<file path="src/rtl/dmlw_pkg.sv">
// Package for the DNS message length walker: walk phases, status codes, limits.
// No dependencies; imported by the interface file and the top level.
`default_nettype none

package dmlw_pkg;

  // Payload widths
  localparam int unsigned DATA_W   = 8;
  localparam int unsigned LEN_W    = 16;
  localparam int unsigned STATUS_W = 2;

  // Internal counter widths
  localparam int unsigned HIDX_W = 4;
  localparam int unsigned REC_W  = 18;
  localparam int unsigned FIX_W  = 4;

  // Length saturation limit
  localparam logic [LEN_W-1:0] MAX_MSG_BYTES = 16'hFFFF;

  // Header layout and fixed section sizes
  localparam logic [HIDX_W-1:0] HDR_LAST_IDX    = 4'd11;
  localparam logic [HIDX_W-1:0] HDR_QD_HI_IDX   = 4'd4;
  localparam logic [HIDX_W-1:0] HDR_QD_LO_IDX   = 4'd5;
  localparam logic [HIDX_W-1:0] HDR_CNT_LO_IDX  = 4'd6;
  localparam logic [FIX_W-1:0]  QFIXED_LEN      = 4'd4;
  localparam logic [FIX_W-1:0]  RFIXED_LEN      = 4'd10;
  localparam logic [FIX_W-1:0]  RDLEN_HI_IDX    = 4'd8;
  localparam logic [FIX_W-1:0]  NAME_ENDS_MARK  = 4'd1;
  localparam logic [DATA_W-1:0] PTR_BYTE        = 8'hC0;

  // Result status codes
  localparam logic [STATUS_W-1:0] ST_WHOLE    = 2'd0;
  localparam logic [STATUS_W-1:0] ST_TRAILING = 2'd1;
  localparam logic [STATUS_W-1:0] ST_SHORT    = 2'd2;

  // Walk phases, one-hot
  typedef enum logic [7:0] {
    PH_HEADER = 8'b0000_0001,
    PH_QNAME  = 8'b0000_0010,
    PH_QFIXED = 8'b0000_0100,
    PH_RNAME  = 8'b0000_1000,
    PH_LABEL  = 8'b0001_0000,
    PH_RFIXED = 8'b0010_0000,
    PH_RDATA  = 8'b0100_0000,
    PH_DONE   = 8'b1000_0000
  } phase_t;

endpackage

`default_nettype wire

</file>
<file path="src/rtl/dmlw_if.sv">
// Valid/ready channel interfaces for the DNS message length walker.
// Depends on dmlw_pkg for payload widths.
`default_nettype none

// Input channel: one message byte per request
interface dmlw_in_if import dmlw_pkg::*; ();
  logic              valid;
  logic              ready;
  logic [DATA_W-1:0] data_byte;
  logic              last_byte;

  modport source (output valid, output data_byte, output last_byte, input ready);
  modport sink   (input valid, input data_byte, input last_byte, output ready);
endinterface

// Result channel: one request per message
interface dmlw_out_if import dmlw_pkg::*; ();
  logic                valid;
  logic                ready;
  logic [LEN_W-1:0]    consumed_len;
  logic [STATUS_W-1:0] msg_status;

  modport source (output valid, output consumed_len, output msg_status, input ready);
  modport sink   (input valid, input consumed_len, input msg_status, output ready);
endinterface

`default_nettype wire

</file>
<file path="src/rtl/dns_message_length_walker_unit.sv">
// Top level of the DNS message length walker: byte walker and result register.
// Depends on dmlw_pkg and the channel interfaces in dmlw_if.sv.
//
//   channel   dir   payload                             request
//   in_if     in    data_byte[7:0], last_byte           one message byte
//   out_if    out   consumed_len[15:0], msg_status[1:0] one result per message
//
// One byte is taken per cycle while in_if.ready is high; the walk state updates in the same cycle.
// A byte marked last loads the result register; the walk state returns
// to its header phase at that edge, so the next message may start next cycle.
// in_if.ready drops only while a result waits and out_if.ready is low.
// rst_n is synchronous, active low, and clears the walk state and out valid.
`default_nettype none

module dns_message_length_walker_unit import dmlw_pkg::*; (
  input  wire         clk,
  input  wire         rst_n,
  dmlw_in_if.sink     in_if,
  dmlw_out_if.source  out_if
);

  phase_t              phase_r,   phase_nxt;
  logic [HIDX_W-1:0]   hidx_r,    hidx_nxt;
  logic [LEN_W-1:0]    qleft_r,   qleft_nxt;
  logic [REC_W-1:0]    rleft_r,   rleft_nxt;
  logic [LEN_W-1:0]    skip_r,    skip_nxt;
  logic [FIX_W-1:0]    fidx_r,    fidx_nxt;
  logic [DATA_W-1:0]   rdhi_r,    rdhi_nxt;
  logic [LEN_W-1:0]    count_r,   count_nxt;

  logic                out_valid_r;
  logic [LEN_W-1:0]    out_len_r;
  logic [STATUS_W-1:0] out_status_r;

  logic                accept;
  logic                was_done;
  logic                short_hdr;
  logic [DATA_W-1:0]   b;
  logic [REC_W-1:0]    rec_sum;
  logic [REC_W-1:0]    rec_dec;
  logic [LEN_W-1:0]    q_dec;
  logic [LEN_W-1:0]    skip_dec;
  logic [FIX_W-1:0]    fidx_inc;
  logic [LEN_W-1:0]    rdlen;

  // Take a byte unless a result is stuck in the output register
  assign in_if.ready = !out_valid_r || out_if.ready;
  assign accept      = in_if.valid && in_if.ready;
  assign b           = in_if.data_byte;

  assign was_done  = (phase_r == PH_DONE);
  assign short_hdr = (phase_r == PH_HEADER) && (hidx_r < HDR_LAST_IDX);

  assign rec_sum  = rleft_r + {{(REC_W-LEN_W){1'b0}}, rdhi_r, b};
  assign rec_dec  = rleft_r - {{(REC_W-1){1'b0}}, 1'b1};
  assign q_dec    = qleft_r - {{(LEN_W-1){1'b0}}, 1'b1};
  assign skip_dec = skip_r - {{(LEN_W-1){1'b0}}, 1'b1};
  assign fidx_inc = fidx_r + {{(FIX_W-1){1'b0}}, 1'b1};
  assign rdlen    = {rdhi_r, b};

  // Walk one byte through the header and sections
  always_comb begin
    phase_nxt = phase_r;
    hidx_nxt  = hidx_r;
    qleft_nxt = qleft_r;
    rleft_nxt = rleft_r;
    skip_nxt  = skip_r;
    fidx_nxt  = fidx_r;
    rdhi_nxt  = rdhi_r;
    count_nxt = count_r;

    if (!was_done && count_r < MAX_MSG_BYTES) begin
      count_nxt = count_r + {{(LEN_W-1){1'b0}}, 1'b1};
    end

    case (phase_r)
      PH_HEADER: begin
        if (hidx_r == HDR_QD_HI_IDX || hidx_r == HDR_QD_LO_IDX) begin
          qleft_nxt = {qleft_r[LEN_W-DATA_W-1:0], b};
        end else if (hidx_r >= HDR_CNT_LO_IDX && hidx_r <= HDR_LAST_IDX) begin
          if (!hidx_r[0]) begin
            rdhi_nxt = b;
          end else begin
            rleft_nxt = rec_sum;
          end
        end
        if (hidx_r >= HDR_LAST_IDX) begin
          rdhi_nxt = '0;
          if (qleft_r != '0) begin
            phase_nxt = PH_QNAME;
          end else if (rec_sum != '0) begin
            phase_nxt = PH_RNAME;
          end else begin
            phase_nxt = PH_DONE;
          end
        end else begin
          hidx_nxt = hidx_r + {{(HIDX_W-1){1'b0}}, 1'b1};
        end
      end
      PH_QNAME: begin
        if (b == '0) begin
          fidx_nxt  = '0;
          phase_nxt = PH_QFIXED;
        end
      end
      PH_QFIXED: begin
        fidx_nxt = fidx_inc;
        if (fidx_inc >= QFIXED_LEN) begin
          fidx_nxt  = '0;
          qleft_nxt = q_dec;
          if (q_dec != '0) begin
            phase_nxt = PH_QNAME;
          end else if (rleft_r != '0) begin
            phase_nxt = PH_RNAME;
          end else begin
            phase_nxt = PH_DONE;
          end
        end
      end
      PH_RNAME: begin
        if (b == PTR_BYTE) begin
          // Pointer: one more byte, then the name ends
          skip_nxt  = {{(LEN_W-1){1'b0}}, 1'b1};
          fidx_nxt  = NAME_ENDS_MARK;
          phase_nxt = PH_LABEL;
        end else if (b == '0) begin
          fidx_nxt  = '0;
          phase_nxt = PH_RFIXED;
        end else begin
          skip_nxt  = {{(LEN_W-DATA_W){1'b0}}, b};
          fidx_nxt  = '0;
          phase_nxt = PH_LABEL;
        end
      end
      PH_LABEL: begin
        skip_nxt = skip_dec;
        if (skip_dec == '0) begin
          if (fidx_r == NAME_ENDS_MARK) begin
            fidx_nxt  = '0;
            phase_nxt = PH_RFIXED;
          end else begin
            phase_nxt = PH_RNAME;
          end
        end
      end
      PH_RFIXED: begin
        if (fidx_r == RDLEN_HI_IDX) begin
          rdhi_nxt = b;
        end
        fidx_nxt = fidx_inc;
        if (fidx_inc >= RFIXED_LEN) begin
          fidx_nxt = '0;
          skip_nxt = rdlen;
          rdhi_nxt = '0;
          if (rdlen != '0) begin
            phase_nxt = PH_RDATA;
          end else begin
            rleft_nxt = rec_dec;
            phase_nxt = (rec_dec != '0) ? PH_RNAME : PH_DONE;
          end
        end
      end
      PH_RDATA: begin
        skip_nxt = skip_dec;
        if (skip_dec == '0) begin
          rleft_nxt = rec_dec;
          phase_nxt = (rec_dec != '0) ? PH_RNAME : PH_DONE;
        end
      end
      default: begin
      end
    endcase
  end

  // Advance the walk state on each accepted byte; clear it on reset and after the last byte
  always_ff @(posedge clk) begin
    if (!rst_n || (accept && in_if.last_byte)) begin
      phase_r <= PH_HEADER;
      hidx_r  <= '0;
      qleft_r <= '0;
      rleft_r <= '0;
      skip_r  <= '0;
      fidx_r  <= '0;
      rdhi_r  <= '0;
      count_r <= '0;
    end else if (accept) begin
      phase_r <= phase_nxt;
      hidx_r  <= hidx_nxt;
      qleft_r <= qleft_nxt;
      rleft_r <= rleft_nxt;
      skip_r  <= skip_nxt;
      fidx_r  <= fidx_nxt;
      rdhi_r  <= rdhi_nxt;
      count_r <= count_nxt;
    end
  end

  // Hold the result until the sink takes it
  always_ff @(posedge clk) begin
    if (!rst_n) begin
      out_valid_r <= 1'b0;
    end else if (accept && in_if.last_byte) begin
      out_valid_r <= 1'b1;
    end else if (out_if.ready) begin
      out_valid_r <= 1'b0;
    end
  end

  // Load the result payload on the last byte
  always_ff @(posedge clk) begin
    if (accept && in_if.last_byte) begin
      if (short_hdr) begin
        out_len_r    <= '0;
        out_status_r <= ST_SHORT;
      end else begin
        out_len_r    <= count_nxt;
        out_status_r <= was_done ? ST_TRAILING : ST_WHOLE;
      end
    end
  end

  assign out_if.valid        = out_valid_r;
  assign out_if.consumed_len = out_len_r;
  assign out_if.msg_status   = out_status_r;

endmodule

`default_nettype wire
</file>
<file path="src/flat_wrapper.sv">
// flat-port wrapper written by rule: the top's interface ports become plain ports
module dns_message_length_walker_unit_flat import dmlw_pkg::*;
  (clk, rst_n, in_if_valid, in_if_data_byte, in_if_last_byte, in_if_ready, out_if_valid, out_if_consumed_len, out_if_msg_status, out_if_ready);
  dmlw_in_if in_if_i ();
  dmlw_out_if out_if_i ();
  input  wire clk;
  input  wire rst_n;
  input wire logic [$bits(in_if_i.valid)-1:0] in_if_valid;
  input wire logic [$bits(in_if_i.data_byte)-1:0] in_if_data_byte;
  input wire logic [$bits(in_if_i.last_byte)-1:0] in_if_last_byte;
  output wire logic [$bits(in_if_i.ready)-1:0] in_if_ready;
  output wire logic [$bits(out_if_i.valid)-1:0] out_if_valid;
  output wire logic [$bits(out_if_i.consumed_len)-1:0] out_if_consumed_len;
  output wire logic [$bits(out_if_i.msg_status)-1:0] out_if_msg_status;
  input wire logic [$bits(out_if_i.ready)-1:0] out_if_ready;
  assign in_if_i.valid = in_if_valid;
  assign in_if_i.data_byte = in_if_data_byte;
  assign in_if_i.last_byte = in_if_last_byte;
  assign in_if_ready = in_if_i.ready;
  assign out_if_valid = out_if_i.valid;
  assign out_if_consumed_len = out_if_i.consumed_len;
  assign out_if_msg_status = out_if_i.msg_status;
  assign out_if_i.ready = out_if_ready;
  dns_message_length_walker_unit u_core (.clk(clk), .rst_n(rst_n), .in_if(in_if_i), .out_if(out_if_i));
endmodule
</file>
<file path="config.mk">
export PLATFORM = sky130hd
export DESIGN_NAME = dns_message_length_walker_unit_flat
export DESIGN_NICKNAME = d
export VERILOG_FILES = /design/src/rtl/dmlw_pkg.sv /design/src/rtl/dmlw_if.sv /design/src/rtl/dns_message_length_walker_unit.sv /design/src/flat_wrapper.sv
export SDC_FILE = /design/constraint.sdc
export NUM_CORES = 1
export LEC_CHECK = 0
export BUFFER_PORTS_ARGS = -buffer_cell sky130_fd_sc_hd__buf_2
export CORE_MARGIN = 10
export CORE_UTILIZATION = 67
export CTS_CLUSTER_DIAMETER = 40
export CTS_CLUSTER_SIZE = 14
export DETAILED_ROUTE_END_ITERATION = 12
export PLACE_DENSITY = 0.86
export SLEW_MARGIN = 20
export SYNTH_ARGS = -nofsm -noshare
export SYNTH_HDL_FRONTEND = slang
export SYNTH_SLANG_ARGS = --single-unit
export TNS_END_PERCENT = 5
</file>
<file path="constraint.sdc">
create_clock -name clk -period 6 [get_ports clk]
set_input_delay 0.3 -clock clk [delete_from_list [all_inputs] [get_ports clk]]
set_output_delay 0.3 -clock clk [all_outputs]
set_load 0.01 [all_outputs]
</file>
After elaboration in Yosys (flattened, before gate mapping)
Index checks and enable logic that the tools add are counted.

Register bits: 109. Bits in latches: 0. Bits in writable memories: 0. Bits in read-only memories: 0. Bits of input ports: 13. Output and inout port bits: 20. Logic and storage cells: 138. Memories: 0.

Add/subtract/negate cells: 7. Multipliers: 0. Divide/modulo/power cells: 0. Order comparisons: 7. Eq/ne operators: 30. Shift operators: 0. Multiplexer cells: 48. Bitwise operators: 1. Reduce and logical (&&, ||, !) cells: 34.

Operator list (count): 8-bit two-way mux (19); 18-bit two-way mux (6); 16-bit two-way mux (6); 8-bit case mux with 7 select lines (1); 18-bit case mux with 3 select lines (1); 18-bit nonzero test (3); 16-bit case mux with 3 select lines (1); 16-bit nonzero test (3); 16-bit case mux with 2 select lines (1); 16-bit by 1-bit subtractor with 16-bit output (second input constant) (2); 4-bit two-way mux (5); 4-bit case mux with 5 select lines (1); 18-bit by 16-bit adder with 18-bit output (1); 18-bit by 1-bit subtractor with 18-bit output (second input constant) (1); 16-bit by 1-bit adder with 16-bit output (second input constant) (1); 8-bit == test (second input constant) (2); 16-bit logical NOT (1); 16-bit less-than comparator (second input constant) (1); 8-bit case mux with 2 select lines (1); 8-bit AND reduction (2); 2-bit by 1-bit inequality test with 1-bit output (second input constant) (7); 6-bit two-way mux (2); 3-bit inequality test (second input constant) (4); 2-bit inequality test (second input constant) (5); 31 further kinds (50).

Logic depth before layout (Yosys ltp)
Gate-level depths: netlist (run 1).

Word-level depth: 6. Gate-level depth with buffers: 15. Gate-level depth less buffers: 10.

Worst setup path after synthesis (run 1)
Ideal clock, no wire load.

Path kind: flip-flop to flip-flop. Start: register u_core.rleft_r[0]. End: register u_core.phase_r[7]. Setup time: 66 ps. Data arrival time: 3169 ps. Data required time: 5934 ps. Setup slack: 2765 ps. Stages on the path, launching flop included: 11. Clock period less this slack: 3235 ps. Cell sequence: dfxtp_1 ha_1 fa_1 a21o_1 a21o_1 a2111oi_1 o21bai_1 xor2_1 or4_4 or4b_4 a21oi_2.

Word-level cells in the longest chain between the ends: 6. Elaborated cells on any way between the ends: 16. Classes of those cells: 2 x add/sub; 11 x mux; 3 x reduce/logical.

Ends and longest elaborated chain: start: declaration (line dns_message_length_walker_unit.sv:25) `logic [REC_W-1:0] rleft_r, rleft_nxt;`; start signal: assignment (line dns_message_length_walker_unit.sv:190) `rleft_r <= rleft_nxt;`; 18-bit by 1-bit subtractor with 18-bit output or 18-bit by 16-bit adder with 18-bit output (tied branches) (line dns_message_length_walker_unit.sv:55, dns_message_length_walker_unit.sv:54); 18-bit nonzero test, on equally long branches (line dns_message_length_walker_unit.sv:159, dns_message_length_walker_unit.sv:167, dns_message_length_walker_unit.sv:91); 8-bit two-way mux, on equally long branches (line dns_message_length_walker_unit.sv:159, dns_message_length_walker_unit.sv:167, dns_message_length_walker_unit.sv:91); 8-bit two-way mux, on equally long branches (line dns_message_length_walker_unit.sv:155, dns_message_length_walker_unit.sv:89); 8-bit two-way mux, on equally long branches (line dns_message_length_walker_unit.sv:151, dns_message_length_walker_unit.sv:87); 8-bit case mux with 7 select lines * (line dns_message_length_walker_unit.sv:76) `case (phase_r)`; end signal: assignment (line dns_message_length_walker_unit.sv:187) `phase_r <= phase_nxt;`; end: declaration (line dns_message_length_walker_unit.sv:22) `phase_t phase_r, phase_nxt;`.

Mark *: on every way between the ends. The rest lies on a longest branch, timed or not. The select of a mux whose other input is x is not followed. A chain may end at the register's enable or synchronous reset.

Final worst setup path (run 1)
Start: register u_core.phase_r[7]. End: register u_core.qleft_r[3].

Word-level cells in the longest chain between the ends: 3. Elaborated cells on any way between the ends: 7. Classes of those cells: 4 x eq/ne; 1 x mux; 2 x reduce/logical.

Ends and longest elaborated chain: 8-bit by 1-bit == test with 1-bit output or 8-bit by 3-bit == test with 1-bit output (tied branches) (line dns_message_length_walker_unit.sv:76); 2-bit inequality test (no source line) (tied with other cells); 4-bit AND reduction (no source line); end signal: assignment (line dns_message_length_walker_unit.sv:189) `qleft_r <= qleft_nxt;`; end: declaration (line dns_message_length_walker_unit.sv:24) `logic [LEN_W-1:0] qleft_r, qleft_nxt;`.

Several ways; a longest one is shown, not always the timed one.

==> results by group, run 1 <==
Die
  • Horiz. Die Dim: 127.7 um
  • Chip height: 127.7 um
  • Num rows: 39
  • Starting Density: 68.30%
  • Core Area: 11,370 sq um
  • Top Ports: 33
  • Die ar.: 16,300 sq um

Clocking
  • Post-CTS sizing: 0
  • Num CTS Buffers: 9
  • Clk slew on worst S/H paths: 0.07 ns
  • CTS Root Cell: clkbuf_16
  • CTS H-Tree Depth: 3
  • Skew-Pair Late Insertion Delay: 0.36 ns
  • CTS tree: built
  • # clock sinks: 109
  • Hold_buf cts: 0
  • CTS max path bufs: 2
  • Postcts setup bufs: 0

Yosys
  • Sequential element share of the synthesized area: 30.42%
  • Post-synth EDFFs: 18
  • Post-Syn Area: 7765 sq um
  • Post-Syn Nets: 1,043
  • Post-Synthesis Cells: 997
  • Post-synth cell types: 80
  • Synth warnings: 0
  • Asr flop ratio synth: 0%
  • Ys flop type: dfxtp_1
  • #FFs+latches synth: 109
  • Mean post-synth cell area: 7.788 sq um

Setup path
  • Critical path depth: 7
  • Critical Path RT: 6.22 ns
  • Worst Setup Start Kind: register
  • R2R cell count: 7
  • Slowest cell on crit path: nand4b_1
  • Crit path largest cell delay: 0.96 ns
  • Crit-path max FO: 31
  • Setup crit end kind: register
  • Reg2Reg Capture Point: u_core.qleft_r[3]
  • Crit-path leading delay family: simple AND/OR/NAND/NOR gates
  • Critical setup path kind: register to register
  • Critical-path cell list: nor4_1, nand4b_1, a21oi_1, and3_1, o21ai_0, a22oi_1, nor2_1
  • RR Startpoint: u_core.phase_r[7]
  • Worst EP arrival: 4.11 ns
  • CP Buf/Inv Count: 0
  • R2R setup slack: 2.11 ns
  • CP Capture Point: u_core.qleft_r[3]
  • Crit. Startpoint: u_core.phase_r[7]

STA
  • Max_slew headroom: 27.32%
  • Setup ws final: 2.109 ns
  • Peak Freq: 0.2570 GHz
  • RSZ-0062 raised after global routing: false
  • Final count of negative-setup-slack endpoints: 0
  • Clk_skew: 0.006611 ns
  • Worst slew pin tran: 1.084 ns
  • Fin crit period: 3.891 ns
  • Crit share post-route: 64.85%
  • Final Hold Fails: 0
  • Slew Limit Fails: 0
  • Setup TNS: 0 ns

Global route
  • Antenna violations before repair: 0
  • Gr usage total: 24.10%
  • Gr ovfl total: 0
  • Largest net degree at the start of global routing: 86
  • Vias in the first global route: 6,700
  • First-pass GRT wire length: 33,310 um

Hold path
  • Hold Path Class: input port to register

Power
  • Static Leakage: 2.978 nW
  • Comb pwr share: 29.5%
  • Sw Pwr: 0.7360 mW
  • Peak supply drop: 0.3245 mV
  • Flop pwr share: 41.4%
  • Int Pwr: 1.317 mW
  • Clock share of power: 29.1%
  • Power Dens Cells: 250.8 nW/um^2
  • Switching share of power: 35.86%
  • Power Total: 2.053 mW

Detailed routing
  • Routed wire length: 19,960 um
  • Final ANT Viol Nets: 0
  • DR WL/cell: 17.58 um
  • Remaining DRCs: 0
  • DR vias: 7,570
  • Vias per Instance: 6.670
  • Initial DRC Count: 837
  • First-pass DRT Iterations: 5

Placement
  • Pre-CTS setup slack: 2.251 ns
  • HPWL after DPL: 14,140 um
  • Port Buffers: 32
  • Routability congestion estimate: 0.9852

Final layout
  • Area growth from synthesis to layout: 5.382%
  • Final design utilization: 71.97%
  • ANT cells: 0
  • Fin nets: 1,033
  • Share of layout cells above drive strength 1: 9.173%

Run status
  • Status: completed

Flow run
  • Max cap viols: 0
## power groups by stage
| stage | Sequential, mW | Combinational, mW | Clock (mW) |
|---|---|---|---|
| after CTS | 0.847 | 0.590 | 0.604 |
| after floorplan | 0.845 | 0.454 | 0 |
| after global placement | 0.862 | 0.569 | 0 |
| after global routing | 0.857 | 0.668 | 0.629 |
| after detailed placement | 0.864 | 0.582 | 0 |
| final | 0.851 | 0.605 | 0.597 |
## metal layers
metal | GRT usage [%] | wire length, um | vias up
met2 | 37.29 | 8996 | 325
li1 | - | - | 3643
met3 | 5.914 | 1697 | 59
met1 | 31.93 | 8659 | 3543
met5 | 0 | 0 | -
met4 | 8.742 | 600 | 0
## area by class of cell
class                      count  area, sq um
clock buffer                  11        252.7
fill                         916         3187
timing repair buffer          37        197.7
multi-input combinational    810         5075
tap                          143        178.9
clock inverter                 5        41.29
sequential                   109         2362
inverter                      20        75.07
## worst register-to-register path, stage by stage, from the launching register on
cell	delay [ns]
dfxtp_1	0.37
nor4_1	0.61
nand4b_1	0.96
a21oi_1	0.39
and3_1	0.89
o21ai_0	0.23
a22oi_1	0.25
nor2_1	0.06
## flip-flops by register name (all words and copies together), names as in the netlist
signal	flops
u_core.rdhi_r	8
u_core.hidx_r	4
u_core.fidx_r	4
u_core.phase_r	8
u_core.count_r	16
u_core.out_if.consumed_len	16
u_core.qleft_r	16
u_core.out_if.valid	1
u_core.rleft_r	18
u_core.out_if.msg_status	2
u_core.skip_r	16
## how the worst min path moves through the flow
stage	start	end	slack [ns]	depth (start not counted)
global route	rst_n	u_core.out_if.valid	0.20	2
floorplan	in_if_data_byte[0]	u_core.rdhi_r[0]	0.45	2
CTS	rst_n	u_core.out_if.valid	0.20	2
finish	rst_n	u_core.out_if.valid	0.21	2
global placement	u_core.phase_r[4]	u_core.phase_r[4]	0.48	2
detailed placement	u_core.phase_r[4]	u_core.phase_r[4]	0.50	2
## cell usage after synthesis (all sizes together), types with 7 or more instances
cell    count  area share (%)
buf        15             1.4
nand2b     10            0.81
a21oi      69             4.6
nor3b       7            0.68
xor2       24             2.7
or3        21             1.8
ha         32             5.2
and2        7            0.60
nor3       42             2.7
dfxtp      91              23
nand4       9            0.73
o22ai      11            0.89
mux2i      11             1.4
xnor2      31             3.5
nand2     104             5.0
o31ai      14             1.5
a22oi      20             1.9
nor2b       9            0.73
nor2      122             5.9
nor4       22             2.0
nand3      35             2.3
a211oi     22             2.3
o21ai      74             4.9
inv        20            0.97
nand3b      7            0.68
clkbuf     43             2.1
edfxtp     18             7.0
nand4b      9             1.0
## cells by family (layout without fill, tap and decap cells)
kind of cell	after synthesis	after routing	share of synthesized area (%)
flops	109	109	30.42
mux	11	11	1.418
simple gates	439	439	28.76
buf+inv	78	73	4.463
fa+ha+maj	33	33	5.414
xor+xnor	55	55	6.204
compound gates	272	272	23.32
## cells in the final DEF (no fill, tap or decap), types with 13 or more instances in the layout
| master | count |
|---|---|
| a211oi_1 | 20 |
| a21oi_1 | 66 |
| a22oi_1 | 20 |
| buf_2 | 32 |
| dfxtp_1 | 91 |
| edfxtp_1 | 18 |
| ha_1 | 32 |
| inv_1 | 20 |
| nand2_1 | 103 |
| nand3_1 | 35 |
| nor2_1 | 122 |
| nor3_1 | 42 |
| nor4_1 | 19 |
| o21ai_0 | 67 |
| o31ai_1 | 13 |
| or3_1 | 20 |
| xnor2_1 | 31 |
| xor2_1 | 24 |
## through the flow
step / cell area (sq um) / instances / hold WS [ns]
6_report: 8183 / 1135 / 0.2108
5_1_grt: 8183 / 1135 / 0.2024
4_1_cts: 8177 / 1135 / 0.2036
3_5_place_dp: 7883 / 1119 / 0.4964
3_3_place_gp: 7883 / 1119 / 0.4842
2_1_floorplan: 7765 / 997 / 0.4519
(Power assumes the default switching activity.)
==> run 2, diff against run 1 <==
CORE_UTILIZATION = 57   (was 67)
PLACE_DENSITY = 0.78   (was 0.86)
clock period = 3.4 ns   (was 6 ns; I/O delays follow)
==> run 2 against run 1 <==
Compared with the run above: final cell count is 5.4% higher; largest cell class unchanged; highest routed layer unchanged; largest power group unchanged; routed wire length is 4.2% higher; register-to-register slack worse by 2.0 ns; first-iteration DRC count is 5.3% lower; clock skew is 0.0092 ns higher.
==> results by group, run 2 (same netlist as run 1, synthesis figures left out) <==
Run status
  • Status: completed (unchanged)

STA
  • Max_slew headroom: 48.44% (was 27.32%)
  • Peak Freq: 0.3039 GHz (was 0.2570 GHz)
  • Setup ws final: 0.1095 ns (was 2.109 ns)
  • Fin crit period: 3.291 ns (was 3.891 ns)
  • Slew Limit Fails: 0 (unchanged)
  • Worst slew pin tran: 0.7626 ns (was 1.084 ns)
  • Clk_skew: 0.01578 ns (was 0.006611 ns)
  • Final Hold Fails: 0 (unchanged)
  • Hold WS: 0.08056 ns (was 0.2108 ns)
  • Crit share post-route: 96.78% (was 64.85%)
  • Final count of negative-setup-slack endpoints: 0 (unchanged)

Global route
  • Largest net degree at the start of global routing: 86 (unchanged)
  • GR Util met2: 35.46% (was 37.29%)
  • Gr usage total: 21.85% (was 24.10%)
  • Gr ovfl total: 0 (unchanged)
  • GR Util met1: 29.29% (was 31.93%)
  • Antenna violations before repair: 0 (unchanged)
  • First-pass GRT wire length: 33,890 um (was 33,310 um)
  • Busiest grt layer: met2 (unchanged)
  • Global-route met3 utilization: 3.776% (was 5.914%)
  • Vias in the first global route: 6,702 (was 6,700)

Final layout
  • Most common cell after layout, fill and taps aside: nor2_1 (unchanged)
  • Most flop-heavy register: u_core.rleft_r (unchanged)
  • Final design utilization: 63.96% (was 71.97%)
  • Fill count: 1,152 (was 916)
  • Most frequent cells in the layout: nor2_1 (122), nand2_1 (103), dfxtp_1 (91) (unchanged)
  • Fin nets: 1,061 (was 1,033)
  • ANT cells: 0 (unchanged)
  • Share of layout cells above drive strength 1: 11.76% (was 9.173%)
  • Largest register FFs: 18 (unchanged)
  • Final non-filler cell total: 1,196 (was 1,135)
  • Final non-filler cell area: 8503 sq um (was 8183 sq um)
  • Area growth from synthesis to layout: 9.507% (was 5.382%)

Power
  • Static Leakage: 3.140 nW (was 2.978 nW)
  • Peak supply drop: 0.2612 mV (was 0.3245 mV)
  • Power Dens Cells: 437.0 nW/um^2 (was 250.8 nW/um^2)

Setup path
  • Setup crit end kind: register (unchanged)
  • Critical setup path kind: register to register (unchanged)
  • Worst EP arrival: 3.59 ns (was 4.11 ns)
  • Critical Path RT: 3.70 ns (was 6.22 ns)
  • Crit-path max FO: 3 (was 31)
  • Worst Setup Start Kind: register (unchanged)

Detailed routing
  • DR WL/cell: 17.38 um (was 17.58 um)
  • Initial DRC Count: 793 (was 837)
  • Remaining DRCs: 0 (unchanged)
  • Vias per Instance: 6.301 (was 6.670)
  • Routed wire length: 20,790 um (was 19,960 um)
  • DR vias: 7,536 (was 7,570)
  • First-pass DRT Iterations: 8 (was 5)
  • Final ANT Viol Nets: 0 (unchanged)

Die
  • Chip height: 136.7 um (was 127.7 um)
  • Top Ports: 33 (unchanged)
  • Core Area: 13,300 sq um (was 11,370 sq um)
  • Horiz. Die Dim: 136.7 um (was 127.7 um)
  • Starting Density: 58.40% (was 68.30%)
  • Num rows: 42 (was 39)
  • Die ar.: 18,690 sq um (was 16,300 sq um)

Clocking
  • Num CTS Buffers: 9 (unchanged)
  • Skew-Pair Late Insertion Delay: 0.37 ns (was 0.36 ns)
  • Hold_buf cts: 0 (unchanged)
  • CTS tree: built (unchanged)
  • # clock sinks: 109 (unchanged)
  • CTS max path bufs: 2 (unchanged)
  • CTS Root Cell: clkbuf_16 (unchanged)
  • Clk slew on worst S/H paths: 0.08 ns (was 0.07 ns)
  • CTS H-Tree Depth: 3 (unchanged)

Placement
  • HPWL after DPL: 14,850 um (was 14,140 um)
  • DP Cell Count: 1,180 (was 1,119)
  • Pre-CTS setup slack: 0.09992 ns (was 2.251 ns)
  • Port Buffers: 32 (unchanged)
  • Placed inst area: 8159 sq um (was 7883 sq um)
  • Routability congestion estimate: 0.9355 (was 0.9852)

Flow run
  • Max cap viols: 0 (unchanged)

Hold path
  • Hold Path Class: input port to register (unchanged)
[run 2: path summary, 6_finish.rpt]
| check | start | cells past startpoint | to | slack, ns |
|---|---|---|---|---|
| setup / recovery | u_core.rleft_r[0] | 10 | u_core.phase_r[7] | 0.11 |
| hold / removal | rst_n | 2 | u_core.out_if.valid | 0.08 |
| setup reg to reg | u_core.rleft_r[0] | 10 | u_core.phase_r[7] | 0.11 |
| hold reg to reg | u_core.phase_r[4] | 2 | u_core.phase_r[4] | 0.50 |
[run 2: repair_timing]
item                       4_1_cts  5_1_grt
resized for setup                0        2
buffers inserted                 0        0
setup endpoints to repair        0        1
[run 2: final cells by class]
| type | instances | area [sq um] | share of cell area, % |
|---|---|---|---|
| multi-input combinational | 810 | 5086 | 59.81 |
| sequential | 109 | 2362 | 27.78 |
| timing repair buffer | 65 | 432.9 | 5.091 |
| clock buffer | 9 | 225.2 | 2.649 |
| tap | 176 | 220.2 | 2.590 |
| clock inverter | 7 | 101.3 | 1.192 |
| inverter | 20 | 75.07 | 0.8829 |
[run 2: critical path, stage by stage, from the launching register on]
cell       delay [ns]
dfxtp_1          0.32
ha_1             0.22
fa_1             0.40
a21o_1           0.24
a21o_1           0.24
a2111oi_4        0.35
o21bai_1         0.11
xor2_1           0.16
or4_4            0.53
or4b_4           0.53
a21oi_2          0.14
[run 2: metal layers]
metal	up-vias	part of all wire [%]	routed length (um)
met5	-	0	0
met1	3563	45	9281
met3	23	6.6	1364
met2	266	47	9834
li1	3684	-	-
met4	0	1.5	305
[run 2: power breakdown]
group	switching, mW	internal (mW)
Clock	0.582	0.541
Sequential	0.100	1.39
Combinational	0.689	0.412
[run 2: per-stage QoR]
step	TNS, ns	power (mW)
CTS	0	3.714
global placement	0	2.577
floorplan	0	2.293
global route	-0.002878	3.900
detailed placement	0	2.597
finish	0	3.716
==> run 3, diff against run 2 <==
CORE_UTILIZATION = 63   (was 57)
MAX_ROUTING_LAYER = met4   (was unset)
PLACE_DENSITY = 0.81   (was 0.78)
clock period = 3.05 ns   (was 3.4 ns; I/O delays follow)
==> run 3 against run 2 <==
Compared with the run above: the flow now finishes with violations (negative setup slack); register-to-register slack lost 0.19 ns; clock-buffer cell count is the same; sequential cell count is the same; power grew 11%; routed wire length grew 1.5%; non-clock buffer count grew 27; clock power grew 8%; worst setup slack lost 0.19 ns; critical path type unchanged; critical endpoint unchanged; largest cell class unchanged.
==> results by group, run 3 (same netlist as run 1, synthesis figures left out) <==
Run status
  • Status: finished, violations left (was completed)
  • Failing checks: negative setup slack

Detailed routing
  • Vias per Instance: 6.360 (was 6.301)
  • DR vias: 7,727 (was 7,536)
  • DR WL/cell: 17.36 um (was 17.38 um)
  • First-pass DRT Iterations: 7 (was 8)
  • Routed wire length: 21,100 um (was 20,790 um)
  • Remaining DRCs: 0 (unchanged)
  • Final ANT Viol Nets: 0 (unchanged)
  • Initial DRC Count: 870 (was 793)

Final layout
  • Fin nets: 1,088 (was 1,061)
  • Final non-filler cell total: 1,215 (was 1,196)
  • ANT cells: 0 (unchanged)
  • Largest register FFs: 18 (unchanged)
  • Most frequent cells in the layout: nor2_1 (122), nand2_1 (103), dfxtp_1 (90) (was nor2_1 (122), nand2_1 (103), dfxtp_1 (91))
  • Most common cell after layout, fill and taps aside: nor2_1 (unchanged)
  • Most flop-heavy register: u_core.rleft_r (unchanged)
  • Share of layout cells above drive strength 1: 15.19% (was 11.76%)
  • Final design utilization: 72.63% (was 63.96%)
  • Area growth from synthesis to layout: 12.83% (was 9.507%)

STA
  • Setup ws final: -0.08087 ns (was 0.1095 ns)
  • RSZ-0062 raised after global routing: true
  • Clk_skew: 0.01245 ns (was 0.01578 ns)
  • Max_slew headroom: 46.57% (was 48.44%)
  • Crit share post-route: 102.7% (was 96.78%)
  • Hold WS: 0.06306 ns (was 0.08056 ns)
  • Final Hold Fails: 0 (unchanged)
  • Final count of negative-setup-slack endpoints: 1 (was 0)
  • Peak Freq: 0.3194 GHz (was 0.3039 GHz)
  • Worst slew pin tran: 0.8014 ns (was 0.7626 ns)
  • Fin crit period: 3.131 ns (was 3.291 ns)
  • Setup TNS: -0.08087 ns (was 0 ns)
  • Slew Limit Fails: 0 (unchanged)

Die
  • Core Area: 12,060 sq um (was 13,300 sq um)
  • Top Ports: 33 (unchanged)
  • Die ar.: 17,170 sq um (was 18,690 sq um)
  • Chip height: 131.0 um (was 136.7 um)
  • Num rows: 40 (was 42)
  • Horiz. Die Dim: 131.0 um (was 136.7 um)
  • Starting Density: 64.38% (was 58.40%)

Global route
  • Gr ovfl total: 0 (unchanged)
  • Antenna violations before repair: 0 (unchanged)
  • Largest net degree at the start of global routing: 86 (unchanged)
  • Vias in the first global route: 6,938 (was 6,702)
  • First-pass GRT wire length: 34,550 um (was 33,890 um)
  • Gr usage total: 25.42% (was 21.85%)

Power
  • Switching share of power: 36.57% (was 36.89%)
  • Power Dens Cells: 472.6 nW/um^2 (was 437.0 nW/um^2)
  • Peak supply drop: 0.3251 mV (was 0.2612 mV)
  • Sw Pwr: 1.514 mW (was 1.371 mW)
  • Int Pwr: 2.626 mW (was 2.345 mW)
  • Flop pwr share: 40.2% (about the same)
  • Clock share of power: 29.2% (was 30.2%)
  • Static Leakage: 3.265 nW (was 3.140 nW)
  • Comb pwr share: 30.6% (was 29.6%)

Setup path
  • Worst Setup Start Kind: register (unchanged)
  • Crit-path leading delay family: simple AND/OR/NAND/NOR gates (was compound AO/OA/AOI/OAI gates)
  • Most frequent CP cell: a21o_1 (unchanged)
  • Worst EP arrival: 3.43 ns (was 3.59 ns)
  • Slowest cell on crit path: or4_4 (unchanged)
  • Crit path largest cell delay: 0.55 ns (was 0.53 ns)
  • Critical-path cell list: ha_4, fa_2, a21o_1, a21o_1, buf_6, xor2_2, nor4_1, nand3_1, or4_4, or4b_4, a21oi_2 (was ha_1, fa_1, a21o_1, a21o_1, a2111oi_4, o21bai_1, xor2_1, or4_4, or4b_4, a21oi_2)
  • Setup crit end kind: register (unchanged)
  • Critical setup path kind: register to register (unchanged)
  • Crit-path max FO: 3 (unchanged)
  • Critical Path RT: 3.35 ns (was 3.70 ns)
  • CP Buf/Inv Count: 1 (was 0)

Clocking
  • Clk slew on worst S/H paths: 0.08 ns (about the same)
  • CTS H-Tree Depth: 3 (unchanged)
  • Skew-Pair Late Insertion Delay: 0.37 ns (about the same)
  • # clock sinks: 109 (unchanged)
  • Hold_buf cts: 0 (unchanged)
  • CTS tree: built (unchanged)
  • CTS max path bufs: 2 (unchanged)
  • Num CTS Buffers: 9 (unchanged)
  • CTS Root Cell: clkbuf_16 (unchanged)

Placement
  • Routability congestion estimate: 0.9831 (was 0.9355)
  • Port Buffers: 32 (unchanged)
  • HPWL after DPL: 15,130 um (was 14,850 um)
  • DP Cell Count: 1,198 (was 1,180)
  • Pre-CTS setup slack: -0.04321 ns (was 0.09992 ns)

Flow run
  • Max cap viols: 0 (unchanged)

Hold path
  • Hold Path Class: input port to register (unchanged)
run 3: per-layer routing:
| layer | global-route usage (%) | part of all wire [%] | up-vias |
|---|---|---|---|
| li1 | - | - | 3747 |
| met1 | 32.18 | 44 | 3587 |
| met2 | 39.00 | 45 | 332 |
| met3 | 4.915 | 6.9 | 61 |
| met4 | 10.66 | 3.4 | 0 |
| met5 | - | 0 | - |
run 3: final cells by class:
class,count,area [sq um]
clock inverters,7,82.58
flip-flops and latches,109,2366
multi-input cells,810,5162
repair buffers,92,639.4
clock buffers,9,225.2
well taps,168,210.2
fillers,973,3301
inverters,20,75.07
run 3: worst register-to-register path: stages (launching register included):
cell and delay (ns):
dfxtp_4 0.36, ha_4 0.16, fa_2 0.33, a21o_1 0.21
a21o_1 0.19, buf_6 0.12, xor2_2 0.14, nor4_1 0.28
nand3_1 0.12, or4_4 0.55, or4b_4 0.50, a21oi_2 0.12
run 3: power groups by stage:
stage	sequential [mW]	combinational [mW]	clock (mW)
final	1.66	1.27	1.21
after global routing	1.68	1.38	1.28
after CTS	1.66	1.24	1.23
after detailed placement	1.69	1.23	0
after global placement	1.69	1.21	0
after floorplan	1.66	0.895	0
run 3: through the flow:
stage	instance area (sq um)	power [mW]
floorplan	7789	2.556
global placement	8368	2.899
detailed placement	8368	2.918
CTS	8705	4.121
global route	8761	4.338
finish	8761	4.140
run 3: repair_timing:
action,in CTS,in global routing
endpoints found under the setup margin,1,19
gates resized for setup,4,8
buffers inserted,0,1
pin swaps,8,7
run 3: final timing paths:
kind                                         from             endpoint  slack (ns)  cells after the start
worst max-delay path            u_core.rleft_r[0]    u_core.phase_r[7]       -0.08                     11
worst min-delay path                        rst_n  u_core.out_if.valid        0.06                      2
worst max register to register  u_core.rleft_r[0]    u_core.phase_r[7]       -0.08                     11
worst min register to register   u_core.fidx_r[1]     u_core.fidx_r[1]        0.52                      2
